[src/rtl/ycr_queue.sv]
// Short register FIFO between the front and back halves of the resampler.
// Depends on nothing but its parameters.
module ycr_queue #(
    parameter int WIDTH = 32,
    parameter int DEPTH = 4,
    localparam int PW = (DEPTH > 1) ? $clog2(DEPTH) : 1,
    localparam int CNTW = $clog2(DEPTH + 1)
) (
    input  logic             clk,
    input  logic             rst_n,
    input  logic             push,
    input  logic [WIDTH-1:0] push_data,
    output logic             not_full,
    input  logic             pop,
    output logic             not_empty,
    output logic [WIDTH-1:0] pop_data
);

    logic [WIDTH-1:0] slot_reg [DEPTH];
    logic [PW-1:0]    wr_ptr_reg, wr_ptr_next;
    logic [PW-1:0]    rd_ptr_reg, rd_ptr_next;
    logic [CNTW-1:0]  count_reg, count_next;

    assign not_full  = (count_reg != CNTW'(DEPTH));
    assign not_empty = (count_reg != '0);
    assign pop_data  = slot_reg[rd_ptr_reg];

    always_comb
    begin
        wr_ptr_next = wr_ptr_reg;
        rd_ptr_next = rd_ptr_reg;
        count_next  = count_reg;
        if (push)
            wr_ptr_next = (wr_ptr_reg == PW'(DEPTH - 1)) ? '0 : wr_ptr_reg + 1'b1;
        if (pop)
            rd_ptr_next = (rd_ptr_reg == PW'(DEPTH - 1)) ? '0 : rd_ptr_reg + 1'b1;
        if (push && !pop)
            count_next = count_reg + 1'b1;
        else if (pop && !push)
            count_next = count_reg - 1'b1;
    end

    always_ff @(posedge clk or negedge rst_n)
    begin
        if (!rst_n)
        begin
            wr_ptr_reg <= '0;
            rd_ptr_reg <= '0;
            count_reg  <= '0;
        end
        else
        begin
            wr_ptr_reg <= wr_ptr_next;
            rd_ptr_reg <= rd_ptr_next;
            count_reg  <= count_next;
        end
    end

    always_ff @(posedge clk)
    begin
        if (push)
            slot_reg[wr_ptr_reg] <= push_data;
    end

endmodule

[config.mk]
export PLATFORM = sky130hd
export DESIGN_NAME = ycr_queue
export DESIGN_NICKNAME = d
export VERILOG_FILES = /design/src/rtl/ycr_queue.sv
export SDC_FILE = /design/constraint.sdc
export NUM_CORES = 1
export LEC_CHECK = 0
export BUFFER_PORTS_ARGS = -buffer_cell sky130_fd_sc_hd__buf_4
export CORE_ASPECT_RATIO = 2
export CORE_UTILIZATION = 50
export DETAILED_ROUTE_END_ITERATION = 10
export HOLD_SLACK_MARGIN = 0.12
export PLACE_DENSITY = 0.72
export SLEW_MARGIN = 20
export SYNTH_ARGS = -nofsm -noshare
export SYNTH_HDL_FRONTEND = slang
export SYNTH_SLANG_ARGS = --single-unit
[constraint.sdc]
create_clock -name clk -period 2.3 [get_ports clk]
set_clock_uncertainty 0.15 [all_clocks]
set_input_delay 0.23 -clock clk [delete_from_list [all_inputs] [get_ports clk]]
set_output_delay 0.23 -clock clk [all_outputs]
set_load 0.01 [all_outputs]
Yosys cells after proc, flatten, opt, wreduce, memory -nomap -nowiden
Memories as Yosys holds them, arrays and structs flattened.
Cells that the tools add are included.
Cells by class
  add/subtract/negate cells: 4
  eq/ne operators: 3
  multiplexer cells: 6
  reductions and logical operators: 6
Operator list (number)
  2-to-1 mux 3 bit: 2
  adder 2 x 1 -> 2 bit, second input constant: 2
  equality test 2 bit, second input constant: 2
  2-to-1 mux 2 bit: 2
  adder 3 x 1 -> 3 bit, second input constant: 1
  != test 3 bit, second input constant: 1
  nonzero test 3 bit: 1
  subtractor 3 x 1 -> 3 bit, second input constant: 1
  logical AND 1 bit: 2
  zero test 1 bit: 2
  2-to-1 mux 1 bit: 2
  nonzero test 2 bit: 1
Storage, ports and cells
  register bits after elaboration: 7
  memory bits (writable): 128
  output and inout bits: 34
  logic and storage cells: 23
  memories: 1
Memory list
  slot_reg: depth 4, bits a word 32, rd ports 1, clocked after memory_dff 0, wr ports 1, line 19  | logic [WIDTH-1:0] slot_reg [DEPTH];

Depth between registers and ports, before layout
  depth in word-level cells: 4
  mapped depth: 7
  gate-level depth less buffers: 7

Worst setup path after synthesis
OpenSTA, ideal clock, no wires.
  kind: register -> register
  start: register wr_ptr_reg[0]
  end: memory slot_reg[2][0] (enable)
  library setup time: 392 ps
  arrival time: 1413 ps
  data required time: 1758 ps
  slack: 345 ps
  cell stages (with the launch flop): 4
  period minus slack after synthesis: 1955 ps
  cell sequence: dfrtp_1 > inv_1 > ha_1 > and2_1
RTL lines
  start: declaration: line 20  | logic [PW-1:0] wr_ptr_reg, wr_ptr_next;
  start signal: assignment: line 53  | wr_ptr_reg <= wr_ptr_next;
  end: declaration: line 19
No word-level cell before the write port.

Worst setup path after layout
  start: register rd_ptr_reg[0]
  end: output port pop_data[3]
Between the ends
  cells in the longest elaborated chain, start to end: 1
Ends and longest elaborated chain
  start: declaration: line 21  | logic [PW-1:0] rd_ptr_reg, rd_ptr_next;
  start signal: assignment: line 54  | rd_ptr_reg <= rd_ptr_next;
  memory (4 x 32 bit)
  end: declaration: line 16  | output logic [WIDTH-1:0] pop_data
Every way passes these cells.

==> flow_summary.json <==
{
  "clockBufferDepth": 2,
  "fin_nets": 380,
  "grt_pass1_vias": 2804,
  "place_congestion": 0.700,
  "finalNonFillerCells": 482,
  "drtIter0Drc": 118,
  "rsz0062_at_grt": "true",
  "slew_violations": 0,
  "cts_tree": "done",
  "io_pins": 70,
  "cp_cell_sequence": "buf_12 > mux4_2 > buf_4",
  "dieArea_sq_um": 10600,
  "worstSetupPathType": "reg2out",
  "drc_errors": 0,
  "port_buffers": 69,
  "syn2layout_area_growth_pct": 34.8,
  "synth_mux_area_frac": 0.151,
  "mostFrequentLayoutCell": "edfxtp_1",
  "grt_max_degree": 26,
  "grt_use_met1": 0.205,
  "die_width_um": 73.3,
  "fillers": 644,
  "cp_num_buf_inv": 2,
  "grt_overflow": 0,
  "post-route-period-util": 0.971,
  "syn_inst": 206,
  "slew_headroom": 0.680,
  "dp.cells": 410,
  "grt-busiest-layer": "met2",
  "ctsHtreeMaxLevel": 4,
  "grt_use_met3": 0.0585,
  "drive_gt1_frac": 0.426,
  "ir_worst_vdd_v": 0.000821,
  "insertion_delay_ps": 400,
  "synth.avg_cell_area_sq_um": 24.7,
  "synthTopCellsByArea": "edfxtp_1 76%, mux4_2 12%, dfrtp_1 3.4%, mux4_1 2.1%, ha_1 1.5%",
  "yosysWarnings": 0,
  "vias_per_cell": 5.16,
  "cp_max_fo": 11,
  "tightest_slew_ps": 480,
  "cts_buffers": 17,
  "clock-sinks": 135,
  "synth_seq_area_share": 0.791,
  "synthDominantCellAreaShare": 0.756,
  "dieHeight_um": 145,
  "min_period_ps": 2230,
  "wire_per_inst_um": 18.6,
  "grtUsageTotal": 0.192,
  "hold_class": "reg2reg",
  "tns_ps": 0,
  "synth_xor_area_frac": 0.00517,
  "antenna_found_initial": 0,
  "final_cell_mix": "128 x edfxtp_1, 77 x buf_4, 36 x dlygate4sd3_1",
  "syn_area_sq_um": 5080,
  "core-area_sq_um": 9830,
  "ys_ff_latch": 135,
  "setup_viol": 0,
  "grt_util_met2": 0.344,
  "ant_nets": 0,
  "synthSimpleGateAreaFrac": 0.0113,
  "path_clk_slew_ps": 50,
  "status": "finished, final reports clean",
  "p_leak_nw": 2.46,
  "synth_largest_area_cell": "edfxtp_1",
  "clockRootBuffer": "clkbuf_16",
  "syn_nets": 249,
  "grt_first_pass_wirelength_um": 14100,
  "rows": 51,
  "regToRegSetupSlack_ps": 580,
  "max_stage_delay_ps": 570,
  "critical_path.top_delay_family": "flip-flops",
  "dr.pass1.iters": 4,
  "diodes": 0,
  "finalPower_mw": 8.60,
  "synth_compound_area_frac": 0.00197,
  "initial_core_util": 0.517,
  "setup.worst_path.start_class": "flop",
  "fmax_ghz": 0.448,
  "dpl.hpwl_um": 5420,
  "hold_viol": 0,
  "cp.required_ps": 1920,
  "synth_top_family_by_area": "multiplexers",
  "wl_um": 8970,
  "dpl_cell_area_sq_um": 5830,
  "worst_path_max_delay_cell": "dfrtp_4",
  "largest_register_ffs": 128,
  "synth_cell_types": 19,
  "critPathCaptureType": "primary output",
  "powerDensity_nw_per_um2": 1250,
  "final_area_sq_um": 6850,
  "utilization": 0.697,
  "crit_arrival_ps": 1850,
  "num_vias": 2489,
  "synthAdderAreaFrac": 0.0187,
  "max_cap_viol_count": 0
}
report_power, final:
| part | total (mW) | switching [mW] | internal (mW) |
|---|---|---|---|
| Combinational | 2.45 | 1.05 | 1.39 |
| Sequential | 3.40 | 0.228 | 3.17 |
| Clock | 2.75 | 0.949 | 1.80 |
| Total | 8.60 | 2.23 | 6.37 |
per-layer routing:
layer | wire, um | part of all wire | vias to the layer above
met1 | 3290 | 0.37 | 1287
met5 | 0 | 0 | -
li1 | - | - | 1122
met4 | 158 | 0.018 | 0
met3 | 293 | 0.033 | 11
met2 | 5230 | 0.58 | 69
stage by stage:
step / hold slack [ps] / setup slack [ps]
after global placement: -100 / 279
after detailed placement: -99.5 / 280
after CTS: 347 / 27.6
final: 342 / 67.2
after floorplan: -216 / 345
after global routing: 359 / -7.79
worst paths after layout:
kind                                        endpoint                 startpoint  cells after the start
max in group asynchronous  rd_ptr_reg[0]$_DFFE_PN0P_                      rst_n                      3
min in group asynchronous   count_reg[2]$_DFFE_PN0P_                      rst_n                      3
min                         count_reg[2]$_DFFE_PN0P_   count_reg[2]$_DFFE_PN0P_                      1
max reg2reg                slot_reg[0][18]$_DFFE_PP_  wr_ptr_reg[0]$_DFFE_PN0P_                      4
min reg2reg                 count_reg[2]$_DFFE_PN0P_   count_reg[2]$_DFFE_PN0P_                      1
max                                      pop_data[3]  rd_ptr_reg[0]$_DFFE_PN0P_                      3
synth_stat cells:
library cell	instances
mux4_1	4
fa_1	1
nand2_1	3
buf_6	1
xor2_1	2
mux4_2	28
dfrtp_1	7
buf_2	3
nor2_1	4
and2_1	4
or3_1	1
xnor2_1	1
ha_1	6
inv_1	4
edfxtp_1	128
clkbuf_1	1
mux2_2	3
buf_12	3
o21ai_0	2
cell type report:
type	count	area [sq um]	share of cell area
Tap cell	132	165	0.0241
Sequential cell	135	4020	0.588
Multi-Input combinational cell	59	963	0.141
Clock inverter	14	183	0.0267
Clock buffer	18	429	0.0627
Inverter	4	15.0	0.00219
Timing Repair Buffer	120	1070	0.156
logic make-up (layout without fill, tap and decap cells):
group                    count (synthesis)  in the layout
AO/OA/AOI/OAI                            2              2
AND/OR/NAND/NOR                         12             12
multiplexers                            35             35
flip-flops                             135            135
buffers and inverters                   12            156
adder cells (fa/ha/maj)                  7              7
XOR/XNOR                                 3              3
timing repair:
item | in CTS | in global routing
hold buffers | 36 | 0
buffers inserted | 2 | 2
gates resized for setup | 1 | 1
hold endpoints to repair | 140 | 0
endpoints found under the setup margin | 28 | 13
cloned | 0 | 0
Power figures use the tool's default switching activity.
