<file path="src/rtl/ycr_pkg.sv">
// Shared types, constants and helpers for the YUV chroma resampler.
// No dependencies; imported by the front, back, top level, checker and bench.
package ycr_pkg;

    localparam int DEF_MAX_WIDTH  = 4096;
    localparam int DEF_MAX_HEIGHT = 4096;
    localparam int RESET_WIDTH    = 1920;
    localparam int RESET_HEIGHT   = 1080;
    localparam int CFG_DW         = 13;
    localparam int CFG_AW         = 2;
    localparam int QUEUE_DEPTH    = 4;
    localparam int PIX_W          = 24;

    typedef enum logic [CFG_AW-1:0] {
        REG_MODE   = 2'd0,
        REG_WIDTH  = 2'd1,
        REG_HEIGHT = 2'd2
    } reg_idx_t;

    typedef enum logic {
        MODE_UP   = 1'b0,
        MODE_DOWN = 1'b1
    } mode_t;

    // PASS: chroma carried in the word; STORE: same, and written to the line store;
    // LOAD: chroma comes from the line store
    typedef enum logic [1:0] {
        OP_PASS  = 2'd0,
        OP_STORE = 2'd1,
        OP_LOAD  = 2'd2
    } op_t;

    typedef struct packed {
        op_t         op;
        logic [7:0]  luma;
        logic [15:0] chroma;   // U high byte, V low byte
        logic        cvalid;
        logic        last;
    } cmd_t;

    // clamp to [2, maxv] and force even
    function automatic int eff_size(input logic [CFG_DW-1:0] v, input int maxv);
        int s;
        s = int'(v);
        if (s < 2)
            s = 2;
        if (s > maxv)
            s = maxv;
        return s & ~1;
    endfunction

endpackage

</file>
<file path="src/rtl/ycr_front.sv">
// Front half: config registers, raster counters, held chroma pair, and
// classification of each accepted pixel into a command. Uses ycr_pkg.
module ycr_front
    import ycr_pkg::*;
#(
    parameter int MAX_WIDTH  = DEF_MAX_WIDTH,
    parameter int MAX_HEIGHT = DEF_MAX_HEIGHT,
    localparam int CW = ($clog2(MAX_WIDTH) < 2) ? 2 : $clog2(MAX_WIDTH),
    localparam int RW = ($clog2(MAX_HEIGHT) < 1) ? 1 : $clog2(MAX_HEIGHT),
    localparam int LD = MAX_WIDTH / 2,
    localparam int AW = (LD > 1) ? $clog2(LD) : 1
) (
    input  logic              clk,
    input  logic              rst_n,
    input  logic              cfg_we,
    input  logic [CFG_AW-1:0] cfg_addr,
    input  logic [CFG_DW-1:0] cfg_wdata,
    input  logic              s_axis_tvalid,
    output logic              s_axis_tready,
    input  logic [PIX_W-1:0]  s_axis_tdata,
    input  logic              q_not_full,
    output logic              q_push,
    output cmd_t              cmd,
    output logic [AW-1:0]     slot
);

    localparam int WW = CW + 1;
    localparam int HW = RW + 1;
    localparam logic [WW-1:0] W_RESET =
        WW'(eff_size(CFG_DW'(RESET_WIDTH), MAX_WIDTH));
    localparam logic [HW-1:0] H_RESET =
        HW'(eff_size(CFG_DW'(RESET_HEIGHT), MAX_HEIGHT));

    mode_t         mode_reg, mode_next;
    logic [WW-1:0] w_reg, w_next;
    logic [HW-1:0] h_reg, h_next;
    logic [CW-1:0] col_reg, col_next;
    logic [RW-1:0] row_reg, row_next;
    logic [15:0]   held_reg, held_next;

    logic          accept;
    logic [WW-1:0] col_inc;
    logic [HW-1:0] row_inc;
    logic          last_col;
    logic          last_row;
    logic          even_col;
    logic          even_row;
    logic [15:0]   pair;

    assign accept        = s_axis_tvalid && q_not_full;
    assign s_axis_tready = q_not_full;
    assign q_push        = accept;

    assign pair     = {s_axis_tdata[15:8], s_axis_tdata[23:16]};
    assign even_col = ~col_reg[0];
    assign even_row = ~row_reg[0];
    assign col_inc  = {1'b0, col_reg} + 1'b1;
    assign row_inc  = {1'b0, row_reg} + 1'b1;
    // a counter left beyond a shrunk limit wraps as if on the last position
    assign last_col = (col_inc >= w_reg);
    assign last_row = (row_inc >= h_reg);
    assign slot     = col_reg[AW:1];

    // classification
    always_comb
    begin
        cmd.luma   = s_axis_tdata[7:0];
        cmd.last   = last_col && last_row;
        cmd.op     = OP_PASS;
        cmd.chroma = '0;
        cmd.cvalid = 1'b0;
        unique case (mode_reg)
            MODE_UP:
            begin
                cmd.cvalid = 1'b1;
                if (!even_row)
                    cmd.op = OP_LOAD;
                else if (even_col)
                begin
                    cmd.op     = OP_STORE;
                    cmd.chroma = pair;
                end
                else
                    cmd.chroma = held_reg;
            end
            MODE_DOWN:
            begin
                if (even_row && even_col)
                begin
                    cmd.cvalid = 1'b1;
                    cmd.chroma = pair;
                end
            end
            default:
            begin
                cmd.op = OP_PASS;
            end
        endcase
    end

    always_comb
    begin
        mode_next = mode_reg;
        w_next    = w_reg;
        h_next    = h_reg;
        if (cfg_we)
        begin
            if (cfg_addr == REG_MODE)
                mode_next = mode_t'(cfg_wdata[0]);
            else if (cfg_addr == REG_WIDTH)
                w_next = WW'(eff_size(cfg_wdata, MAX_WIDTH));
            else if (cfg_addr == REG_HEIGHT)
                h_next = HW'(eff_size(cfg_wdata, MAX_HEIGHT));
        end
    end

    always_comb
    begin
        col_next  = col_reg;
        row_next  = row_reg;
        held_next = held_reg;
        if (accept)
        begin
            if (mode_reg == MODE_UP && even_row && even_col)
                held_next = pair;
            if (last_col)
            begin
                col_next = '0;
                row_next = last_row ? '0 : row_inc[RW-1:0];
            end
            else
                col_next = col_inc[CW-1:0];
        end
    end

    always_ff @(posedge clk or negedge rst_n)
    begin
        if (!rst_n)
        begin
            mode_reg <= MODE_UP;
            w_reg    <= W_RESET;
            h_reg    <= H_RESET;
            col_reg  <= '0;
            row_reg  <= '0;
            held_reg <= '0;
        end
        else
        begin
            mode_reg <= mode_next;
            w_reg    <= w_next;
            h_reg    <= h_next;
            col_reg  <= col_next;
            row_reg  <= row_next;
            held_reg <= held_next;
        end
    end

endmodule

</file>
<file path="config.mk">
export PLATFORM = sky130hd
export DESIGN_NAME = ycr_front
export DESIGN_NICKNAME = d
export VERILOG_FILES = /design/src/rtl/ycr_pkg.sv /design/src/rtl/ycr_front.sv
export SDC_FILE = /design/constraint.sdc
export NUM_CORES = 1
export LEC_CHECK = 0
export ABC_AREA = 1
export BUFFER_PORTS_ARGS = -buffer_cell sky130_fd_sc_hd__buf_2
export CAP_MARGIN = 20
export CELL_PAD_IN_SITES_DETAIL_PLACEMENT = 1
export CELL_PAD_IN_SITES_GLOBAL_PLACEMENT = 1
export CORE_MARGIN = 5
export CORE_UTILIZATION = 35
export DETAILED_ROUTE_END_ITERATION = 10
export GPL_ROUTABILITY_DRIVEN = 0
export HOLD_SLACK_MARGIN = 0.1
export PLACE_DENSITY = 0.73
export SETUP_SLACK_MARGIN = 0.2
export SYNTH_ARGS = -nofsm -noshare
export SYNTH_HDL_FRONTEND = slang
export SYNTH_SLANG_ARGS = --single-unit
</file>
<file path="constraint.sdc">
create_clock -name clk -period 2.9 [get_ports clk]
set_input_delay 0.29 -clock clk [delete_from_list [all_inputs] [get_ports clk]]
set_output_delay 0.29 -clock clk [all_outputs]
set_load 0.02 [all_outputs]
</file>
== Yosys cells after proc, flatten, opt, wreduce, memory -nomap -nowiden ==
Index checks and enable logic that the tools add are counted.
Widths: inputs -> output; s select.

* Equal/unequal tests: 2
* Bitwise logic cells: 5
* Reductions and logical operators: 11
* Add/sub/neg operators: 2
* Multiply operators: 0
* Shift operators: 0
* Div/mod/pow operators: 0
* Mux-type cells: 19
* Order comparisons: 5

{| class="wikitable"
|+ Operators by type and width
! kind !! number
|-
| $mux 32 || 7
|-
| $gt 32x14->1 const B || 2
|-
| $mux 13 || 3
|-
| $pmux 17 s2 || 1
|-
| $mux 16 || 2
|-
| $add 12x1->13 const B || 2
|-
| $ge 13x13->1 || 2
|-
| $mux 12 || 2
|-
| $mux 17 || 1
|-
| $lt 13x2->1 const B || 1
|-
| $reduce_and 2->1 || 3
|-
| $logic_and 1x1->1 || 5
|-
| $not 1->1 || 5
|-
| $mux 2 || 2
|-
| $reduce_and 4->1 || 1
|-
| $reduce_and 3->1 || 1
|-
| $eq 2x1->1 const B || 1
|-
| $eq 2x2->1 const B || 1
|-
| $logic_not 2->1 || 1
|-
| $mux 1 || 1
|}

* Latch bits: 0
* Logic and storage cells: 50
* Memories: 0
* Output and inout port bits: 41
* Memory bits (read-only): 0
* Bits of input ports: 44
* Memory bits (writable): 0
* Register bits after elaboration: 65

== Logic depth before layout (Yosys ltp) ==
Gate-level depths: netlist of the first run.

* Word-level depth: 8
* Depth in mapped cells: 18
* Mapped depth without buffers: 18

== Worst setup path after synthesis of the first run ==
No wires, ideal clock.

* Path kind: register to output
* Start: register row_reg[1]
* End: output port cmd[0] (netlist name)
* Stages on the path, launching flop included: 15
* Setup slack: 435 ps
* Buffers on the path: 0
* Required time: 2610 ps
* Arrival: 2175 ps
* Cell sequence: dfrtp_1 ha_1 inv_1 nor2_1 nand2_1 nor4_1 ha_1 nand2_1 inv_1 nand2_1 nand2_1 a21oi_1 nand3_2 nand2_1 inv_1

{| class="wikitable"
|+ RTL lines
! element !! line !! source
|-
| from (decl) || ycr_front.sv:38 || <nowiki>logic [RW-1:0] row_reg, row_next;</nowiki>
|-
| from (signal assigned) || ycr_front.sv:153 || <nowiki>row_reg <= row_next;</nowiki>
|-
| to (decl) || ycr_front.sv:23 || <nowiki>output cmd_t cmd,</nowiki>
|}

==> flow_metrics.env, run 1 <==
export IMPL_outcome="finished with violations"
export IMPL_violations="negative setup slack"
export IMPL_period_needed_ns=2.97
export IMPL_root_buffer="clkbuf_16"
export IMPL_die_area_um2=14700
export IMPL_drt_first_pass_iters=4
export IMPL_final_util_pct=46.4
export IMPL_cts_tree="yes"
export IMPL_ys_types=35
export IMPL_fmax_ghz=0.336
export IMPL_slowest_stage="dfrtp_2"
export IMPL_antenna_found_initial=0
export IMPL_clkTransAtPathRegs_ns=0.06
export IMPL_core_um2=12100
export IMPL_period_share_pct=103
export IMPL_synthTopCellsByArea="dfrtp_1 33%, nand2_1 16%, inv_1 8.1%, ha_1 7.8%, nand3_1 5.2%"
export IMPL_nets=755
export IMPL_syn_area_um2=4320
export IMPL_viasPerCell=4.94
export IMPL_die_w_um=121
export IMPL_syn_avg_cell_area_um2=7.19
export IMPL_clock_path_buffers=2
export IMPL_layout_commonest_cell="nand2_1"
export IMPL_p_per_area_nw_per_um2=739
export IMPL_drv_cap=0
export IMPL_finalSetupViolations=1
export IMPL_clock_latency_ns=0.34
export IMPL_syn2layout_area_growth_pct=29.4
export IMPL_synthesis_nets=672
export IMPL_startpoint_type="flip-flop"
export IMPL_end_kind="primary output"
export IMPL_rsz0062_at_grt="yes"
export IMPL_drt_wl_total_um=14400
export IMPL_yosysSeqAreaShare_pct=37.9
export IMPL_dr_first_iter_drc_count=153
export IMPL_dpl_worst_slack_ns=0.115
export IMPL_critPathKind="flip-flop to primary output"
export IMPL_placementRows=40
export IMPL_dp_cells=813
export IMPL_nFillCells=1520
export IMPL_synth_top_cell_by_area="dfrtp_1"
export IMPL_htreeDepth=3
export IMPL_leakage_nw=3.02
export IMPL_overflow=0
export IMPL_drc=0
export IMPL_grt_max_degree=35
export IMPL_crit_chain="nand2_2, nor3_4, buf_4, nand3b_1, xor2_1, inv_2, ha_4, nand2_1, nor2_2, inv_1, nor2_2, nand2_1, nand3_4, nand2_4, inv_2, buf_6"
export IMPL_drive_gt1_share_pct=28.7
export IMPL_n_antenna_cell=0
export IMPL_tns_ns=-0.0750
export IMPL_crit_arrival_ns=2.68
export IMPL_grt_pass1_wl_um=22700
export IMPL_syn_inst=601
export IMPL_worst_slack_ns=-0.0750
export IMPL_slowest_delay_ns=0.39
export IMPL_cts_sinks=65
export IMPL_synth_ff_type="dfrtp_1"
export IMPL_start_util_pct=35.8
export IMPL_synth_top_area_share_pct=33.0
export IMPL_vias=4237
export IMPL_wire_per_inst_um=16.8
export IMPL_relSlewSlack_pct=34.4
export IMPL_die_h_um=121
export IMPL_min_path_type="input port to flip-flop"
export IMPL_finalPower_w=0.00413
export IMPL_layout_common_cells="173 x nand2_1, 86 x inv_1, 67 x buf_2"
export IMPL_place_hpwl_um=9930
export IMPL_synth_seq_cells=65
export IMPL_cts_buffers=9
export IMPL_ant_nets=0
export IMPL_async_flop_share_pct=100
export IMPL_critPathMaxFanout=4
export IMPL_fin_skew_ns=0.00893
export IMPL_worstMarginPinSlew_ns=0.983
export IMPL_ios=85
export IMPL_hold_viol_final=0
export IMPL_portBuffers=68
export IMPL_cp_required_ns=2.61
export IMPL_largest_reg_flops=16
export IMPL_synth_edff_count=0
export IMPL_slew_violations=0
export IMPL_layout_cells_non_filler=857
export IMPL_yosys_warnings=0
export IMPL_grt_total_usage_pct=19.7
export IMPL_first_global_vias=4535
export IMPL_peakVddDrop_v=0.000360
[report_power, final]
part	internal, W	switching (W)	leakage, nW
clock	0.000665	0.000449	0.149
combinational	0.000653	0.00107	2.06
sequential	0.00113	0.000168	0.815
[cell usage after synthesis, drive strengths merged, types with 8 or more instances]
cell / number
nand2: 190
inv: 95
a21oi: 10
dfstp: 8
clkbuf: 9
dfrtp: 57
xor2: 10
nand4: 14
nor2: 43
buf: 26
ha: 27
o21ai: 39
nand3: 47
[stage by stage]
stage / hold slack (ns) / instance area (um2)
after floorplan: -0.00559 / 4320
after global placement: 0.414 / 4740
after detailed placement: 0.420 / 4740
after CTS: 0.203 / 5400
after global routing: 0.209 / 5590
final: 0.204 / 5590
[per-layer routing]
layer,GRT usage [%],wire length (um)
met5,0,0
met4,5.59,293
met3,3.50,498
met2,35.5,7310
met1,23.9,6250
[cell families (layout without fill, tap and decap cells)]
group                    Yosys count  after routing  share of synthesized area, %
AO/OA/AOI/OAI                     63             63                          8.22
buffers and inverters            130            217                          13.6
multiplexers                       1              1                         0.261
AND/OR/NAND/NOR                  305            306                          30.2
flip-flops                        65             65                          37.9
adder cells (fa/ha/maj)           27             27                          7.82
XOR/XNOR                          10             10                          2.03
[worst max-delay path: cells and delay by family (launching register included)]
kind | cells | cell delay, ns
adder cells (fa/ha/maj) | 1 | 0.28
flip-flops | 1 | 0.39
AND/OR/NAND/NOR | 9 | 1.01
XOR/XNOR | 1 | 0.17
buffers and inverters | 5 | 0.48
[repair_timing]
item | in CTS | in global routing
cloned | 1 | 0
hold buffers | 1 | 0
setup buffers | 17 | 9
endpoints found under the setup margin | 16 | 25
pin swaps | 16 | 17
gates resized for setup | 46 | 35
hold endpoints to repair | 25 | 0
[final cells by class]
type	instances	area (um2)	share of cell area [%]
multi-input combinational	407	2380	42.5
sequential	65	1650	29.4
timing repair buffer	106	694	12.4
inverter	95	369	6.60
clock buffer	9	225	4.03
tap	168	210	3.76
clock inverter	7	71.3	1.28
[worst paths after layout]
kind / slack [ns] / end / cells past startpoint / startpoint
max reg2reg: 0.03 / col_reg[0] / 20 / col_reg[4]
max: -0.07 / cmd[0] / 16 / col_reg[4]
max in group asynchronous: 1.64 / row_reg[3] / 3 / rst_n
min: 0.20 / h_reg[10] / 3 / cfg_wdata[10]
min reg2reg: 0.47 / w_reg[8] / 2 / w_reg[8]
min in group asynchronous: 0.59 / col_reg[11] / 2 / rst_n
No activity file was read; power rests on OpenSTA's default activity.
==> run 2: changes to the inputs <==
CORE_MARGIN = 2   (was 5)
==> run 2 against run 1 <==
The flow still finishes with violations (negative setup slack). Largest power group unchanged. Critical endpoint unchanged. Critical path depth is 1 lower. Non-clock buffer count stayed put. Combinational power down 2%. Clock skew up 0.0021 ns. First-iteration DRC count fell by 4.6%. Critical path type unchanged. Final cell count is 2.5% lower. Final area is 1.1% lower.
==> flow_metrics.env, run 2 (synthesized netlist as in run 1, its figures left out) <==
export IMPL_syn2layout_area_growth_pct=28.1
export IMPL_grt_pass1_wl_um=22000
export IMPL_overflow=0
export IMPL_die_area_um2=13200
export IMPL_critPathKind="flip-flop to primary output"
export IMPL_layout_commonest_cell="nand2_1"
export IMPL_core_um2=12000
export IMPL_die_w_um=115
export IMPL_antenna_found_initial=0
export IMPL_placementRows=40
export IMPL_power_share_combinational_pct=40.9
export IMPL_crit_chain="nand2_2, nor3_4, nand3_2, nor2_1, nand2_1, nor3_2, ha_1, buf_4, inv_1, nor2_1, nand2_1, nand3_4, nand2_4, inv_2, buf_6"
export IMPL_n_antenna_cell=0
export IMPL_rsz0062_at_grt="yes"
export IMPL_fmax_ghz=0.338
export IMPL_cts_tree="yes"
export IMPL_vias=4204
export IMPL_drv_cap=0
export IMPL_cts_buffers=9
export IMPL_die_h_um=115
export IMPL_drt_first_pass_iters=4
export IMPL_grt_total_usage_pct=21.2
export IMPL_fin_skew_ns=0.0111
export IMPL_viasPerCell=5.03
export IMPL_first_global_vias=4483
export IMPL_portBuffers=68
export IMPL_switching_share_pct=40.7
export IMPL_hold_buffers=0
export IMPL_worst_slack_ns=-0.0592
export IMPL_p_per_area_nw_per_um2=741
export IMPL_p_clk_share_pct=27.7
export IMPL_nets=755
export IMPL_final_util_pct=46.1
export IMPL_period_share_pct=102
export IMPL_internal_power_w=0.00243
export IMPL_hold_viol_final=0
export IMPL_ant_nets=0
export IMPL_min_path_type="input port to async pin"
export IMPL_place_hpwl_um=9110
export IMPL_cts_sinks=65
export IMPL_drive_gt1_share_pct=28.9
export IMPL_slowest_delay_ns=0.37
export IMPL_root_buffer="clkbuf_16"
export IMPL_r2r_start="col_reg[5]"
export IMPL_largest_reg_flops=16
export IMPL_pwr_share_seq_pct=31.4
export IMPL_ios=85
export IMPL_period_needed_ns=2.96
export IMPL_grt_max_degree=66
export IMPL_leakage_nw=3.04
export IMPL_dr_first_iter_drc_count=146
export IMPL_worstMarginPinSlew_ns=0.892
export IMPL_slew_violations=0
export IMPL_holdWs_ns=0.118
export IMPL_cp_required_ns=2.61
export IMPL_end_kind="primary output"
export IMPL_drt_wl_total_um=13700
export IMPL_violations="negative setup slack"
export IMPL_critPathMaxFanout=3
export IMPL_clock_path_buffers=2
export IMPL_finalSetupViolations=2
export IMPL_peakVddDrop_v=0.000345
export IMPL_clkTransAtPathRegs_ns=0.07
export IMPL_regToRegSetupSlack_ns=-0.01
export IMPL_layout_common_cells="174 x nand2_1, 87 x inv_1, 67 x buf_2"
export IMPL_slowest_stage="dfrtp_1"
export IMPL_relSlewSlack_pct=40.5
export IMPL_htreeDepth=3
export IMPL_power_switching_w=0.00167
export IMPL_clock_latency_ns=0.34
export IMPL_wire_per_inst_um=16.3
export IMPL_drc=0
export IMPL_outcome="finished with violations"
export IMPL_startpoint_type="flip-flop"
export IMPL_r2r_end="col_reg[0]"
export IMPL_crit_arrival_ns=2.67
export IMPL_start_util_pct=36.0
export IMPL_reg2regPathDepth=18
==> run 2: area by class of cell <==
| class | instances | area, um2 |
|---|---|---|
| clock buffer | 9 | 225 |
| clock inverter | 7 | 77.6 |
| fill | 1493 | 6480 |
| inverter | 95 | 369 |
| multi-input combinational | 407 | 2360 |
| sequential | 65 | 1650 |
| tap | 147 | 184 |
| timing repair buffer | 106 | 667 |
==> run 2: what timing repair did <==
| item | 4_1_cts | 5_1_grt |
|---|---|---|
| cloned | 0 | 1 |
| gates resized for setup | 29 | 51 |
| pin swaps | 11 | 21 |
| setup buffers | 19 | 7 |
| endpoints found under the setup margin | 16 | 25 |
==> run 2: routing by layer <==
layer,track usage [%],vias to the layer above,part of all wire (%)
met5,0,-,0
met1,27.2,2062,45
li1,-,2046,-
met3,2.85,12,2.8
met4,8.51,0,1.2
met2,36.3,84,51
==> run 2: how the worst max path moves through the flow <==
| stage | from | endpoint | slack [ns] | depth (start not counted) |
|---|---|---|---|---|
| 6_report | col_reg[5] | cmd[0] | -0.06 | 15 |
| 2_1_floorplan | row_reg[1] | cmd[0] | 0.44 | 14 |
| 3_5_place_dp | col_reg[2] | cmd[0] | 0.11 | 16 |
| 3_3_place_gp | row_reg[4] | cmd[0] | 0.26 | 16 |
| 5_1_grt | col_reg[5] | cmd[0] | -0.20 | 15 |
| 4_1_cts | col_reg[2] | cmd[0] | 0.06 | 16 |
==> run 2: metrics by stage <==
step,worst slack (ns),setup TNS (ns),instances,power (W),cell area (um2)
finish,-0.0592,-0.0712,836,0.00410,5530
floorplan,0.435,0,601,0.00224,4320
global placement,0.259,0,793,0.00259,4710
global route,-0.196,-1.83,836,0.00437,5530
CTS,0.0612,0,828,0.00392,5260
detailed placement,0.114,0,793,0.00265,4710
==> run 2: power groups by stage <==
stage	sequential [W]	combinational (W)	clock [W]
6_report	0.00129	0.00168	0.00113
5_1_grt	0.00132	0.00185	0.00120
4_1_cts	0.00128	0.00148	0.00116
3_5_place_dp	0.00130	0.00135	0
3_3_place_gp	0.00128	0.00131	0
2_1_floorplan	0.00124	0.000993	0
==> run 2: critical path, delay by kind of cell, from the launching register on <==
kind	cells	cell delay, ns
simple gates	10	1.24
buf+inv	4	0.40
flops	1	0.37
fa+ha+maj	1	0.31
==> run 3: changes to the inputs <==
ABC_AREA = 0   (was 1)
CTS_BUF_LIST = sky130_fd_sc_hd__clkbuf_8   (was default)
PLACE_DENSITY = 0.7   (was 0.73)
==> run 3 against run 2 <==
Global-route usage shrank 2.2 points. Hold slack gained 0.063 ns. Largest cell class unchanged. Register-to-register slack gained 0.05 ns. The flow still finishes with violations (negative setup slack). Highest routed layer unchanged. Largest power group unchanged.
==> flow_metrics.env, run 3 <==
export IMPL_syn2layout_area_growth_pct=31.7
export IMPL_die_area_um2=12200
export IMPL_yosysSeqAreaShare_pct=41.4
export IMPL_crit_top_cell="buf_6"
export IMPL_min_path_type="input port to flip-flop"
export IMPL_async_flop_share_pct=100
export IMPL_synth_top_cell_by_area="dfrtp_1"
export IMPL_cts_sinks=65
export IMPL_peakVddDrop_v=0.000314
export IMPL_dr_first_iter_drc_count=165
export IMPL_critical_path_top_delay_family="simple AND/OR/NAND/NOR gates"
export IMPL_grt_pass1_wl_um=17700
export IMPL_clkTransAtPathRegs_ns=0.08
export IMPL_placed_cell_area_um2=4400
export IMPL_viasPerCell=5.20
export IMPL_clock_latency_ns=0.36
export IMPL_crit_arrival_ns=2.64
export IMPL_largest_reg_flops=16
export IMPL_switching_share_pct=37.0
export IMPL_crit_chain="buf_6, nand4_1, nor3_2, xnor2_2, ha_1, nand2_2, nor2_2, nand2_1, o21ai_2, and2_4, buf_6"
export IMPL_critPathMaxFanout=4
export IMPL_reg2regPathDepth=14
export IMPL_cp_depth=11
export IMPL_multi_input_area_um2=2330
export IMPL_start_util_pct=36.2
export IMPL_n_antenna_cell=0
export IMPL_slowest_delay_ns=0.38
export IMPL_r2r_end="col_reg[9]"
export IMPL_slew_violations=0
export IMPL_end_kind="primary output"
export IMPL_drt_wl_total_um=11500
export IMPL_ant_nets=0
export IMPL_layout_common_cells="67 x buf_2, 54 x nand2_1, 54 x dfrtp_1"
export IMPL_violations="negative setup slack"
export IMPL_final_area_um2=5210
export IMPL_cp_required_ns=2.61
export IMPL_portBuffers=68
export IMPL_synth_top_area_share_pct=36.0
export IMPL_regToRegSetupSlack_ns=0.04
export IMPL_layout_commonest_cell="buf_2"
export IMPL_drt_first_pass_iters=4
export IMPL_worstMarginPinSlew_ns=0.792
export IMPL_startpoint_type="flip-flop"
export IMPL_synth_edff_count=0
export IMPL_core_um2=10900
export IMPL_place_hpwl_um=7720
export IMPL_relSlewSlack_pct=47.0
export IMPL_fin_skew_ns=0.00851
export IMPL_p_clk_share_pct=23.3
export IMPL_overflow=0
export IMPL_holdPathEnd="held_reg[11]"
export IMPL_slowest_stage="dfrtp_1"
export IMPL_hold_start="s_axis_tdata[11]"
export IMPL_nFillCells=1254
export IMPL_yosys_warnings=0
export IMPL_drc=0
export IMPL_ys_types=45
export IMPL_synth_seq_cells=65
export IMPL_vias=3387
export IMPL_power_switching_w=0.00144
export IMPL_first_global_vias=3587
export IMPL_grt_max_degree=44
export IMPL_p_per_area_nw_per_um2=747
export IMPL_worst_slack_ns=-0.0291
export IMPL_internal_power_w=0.00245
export IMPL_hold_depth=2
export IMPL_period_needed_ns=2.93
export IMPL_synthTopCellsByArea="dfrtp_1 36%, ha_1 8.5%, mux2_2 6.3%, dfstp_2 5.3%, nand2_1 5.3%"
export IMPL_antenna_found_initial=0
export IMPL_power_share_combinational_pct=43.5
export IMPL_die_w_um=110
export IMPL_syn_inst=414
export IMPL_clock_path_buffers=2
export IMPL_placementRows=38
export IMPL_drv_cap=0
export IMPL_critPathKind="flip-flop to primary output"
export IMPL_root_buffer="clkbuf_8"
export IMPL_pwr_share_seq_pct=33.1
export IMPL_post_synth_top_count_cell="dfrtp_1"
export IMPL_cts_buffers=9
export IMPL_r2r_start="col_reg[1]"
export IMPL_cts_tree="yes"
export IMPL_finalSetupViolations=1
export IMPL_htreeDepth=3
export IMPL_syn_area_um2=3960
export IMPL_outcome="finished with violations"
export IMPL_dpl_worst_slack_ns=-0.00966
export IMPL_critPathBufInv=2
export IMPL_synthesis_nets=485
export IMPL_seqCellArea_um2=1640
export IMPL_leakage_nw=2.48
export IMPL_die_h_um=110
export IMPL_synth_ff_type="dfrtp_1"
export IMPL_yosys_top_cells_count="57 x dfrtp_1, 56 x nand2_1, 36 x o21ai_0"
export IMPL_fmax_ghz=0.341
export IMPL_drive_gt1_share_pct=43.6
export IMPL_ios=85
export IMPL_hold_viol_final=0
export IMPL_period_share_pct=101
export IMPL_wire_per_inst_um=17.6
export IMPL_grt_total_usage_pct=19.0
export IMPL_nets=578
export IMPL_rsz0062_at_grt="yes"
export IMPL_syn_avg_cell_area_um2=9.56
==> run 3: cell count changes in the layout (fill, tap and decap cells not counted), sizes merged, moves of 5 or more <==
cell / previous run / this run
nand2: 191 / 57
inv: 96 / 30
nand3: 47 / 12
a22o: 2 / 24
nor2: 43 / 21
mux2: 1 / 22
nand4: 14 / 2
nand2b: 0 / 9
xnor2: 0 / 9
buf: 106 / 113
o22ai: 5 / 0
==> run 3: power groups by stage <==
stage	combinational, W	sequential [W]	clock [W]
CTS	0.00159	0.00128	0.000934
detailed placement	0.00138	0.00130	0
finish	0.00169	0.00129	0.000909
global placement	0.00132	0.00128	0
floorplan	0.000985	0.00125	0
global route	0.00186	0.00132	0.000970
==> run 3: through the flow <==
| step | hold slack (ns) | total power (W) | TNS [ns] | util [%] | instances |
|---|---|---|---|---|---|
| floorplan | -0.00559 | 0.00224 | 0 | - | 414 |
| global placement | 0.305 | 0.00260 | 0 | 40.2 | 607 |
| detailed placement | 0.304 | 0.00267 | -0.00966 | 40.2 | 607 |
| CTS | 0.175 | 0.00381 | -0.0326 | 45.2 | 643 |
| global route | 0.171 | 0.00415 | -0.623 | 47.7 | 651 |
| finish | 0.181 | 0.00389 | -0.0291 | 47.7 | 651 |
==> run 3: cell families (layout without fill, tap and decap cells) <==
logic type	after synthesis	after routing	synth area share (%)
compound gates	92	93	16.3
flops	65	65	41.4
simple gates	125	126	14.9
mux	23	23	6.51
buf+inv	63	158	8.28
fa+ha+maj	27	27	8.54
xor+xnor	19	19	4.20
==> run 3: worst max path at each step <==
stage                          start          to  slack (ns)
final                     row_reg[0]      cmd[0]       -0.03
after global routing      row_reg[1]      cmd[0]       -0.18
after CTS                 row_reg[0]      cmd[0]       -0.03
after detailed placement  col_reg[0]  row_reg[4]       -0.01
after global placement    col_reg[2]  row_reg[4]        0.13
after floorplan           col_reg[1]      cmd[0]        0.21
==> run 3: final cells by class <==
cell class | instances | share of cell area (%)
Clock buffer | 12 | 3.17
Clock inverter | 3 | 1.22
Inverter | 29 | 2.09
Multi-Input combinational cell | 288 | 44.7
Sequential cell | 65 | 31.5
Tap cell | 140 | 3.36
Timing Repair Buffer | 114 | 14.0
==> run 3: timing repair <==
item	CTS	global route
setup endpoints to repair	23	25
pin swaps	20	22
hold endpoints to repair	18	0
cloned	2	0
hold buffers	1	0
buffers inserted	18	8
resized for setup	45	48
==> run 3: metal layers <==
metal / vias to the layer above / global-route usage (%) / share of wire, %
li1: 1598 / - / -
met1: 1714 / 23.2 / 44
met2: 56 / 33.4 / 52
met3: 19 / 4.70 / 2.6
met4: 0 / 5.00 / 1.5
met5: - / 0 / 0
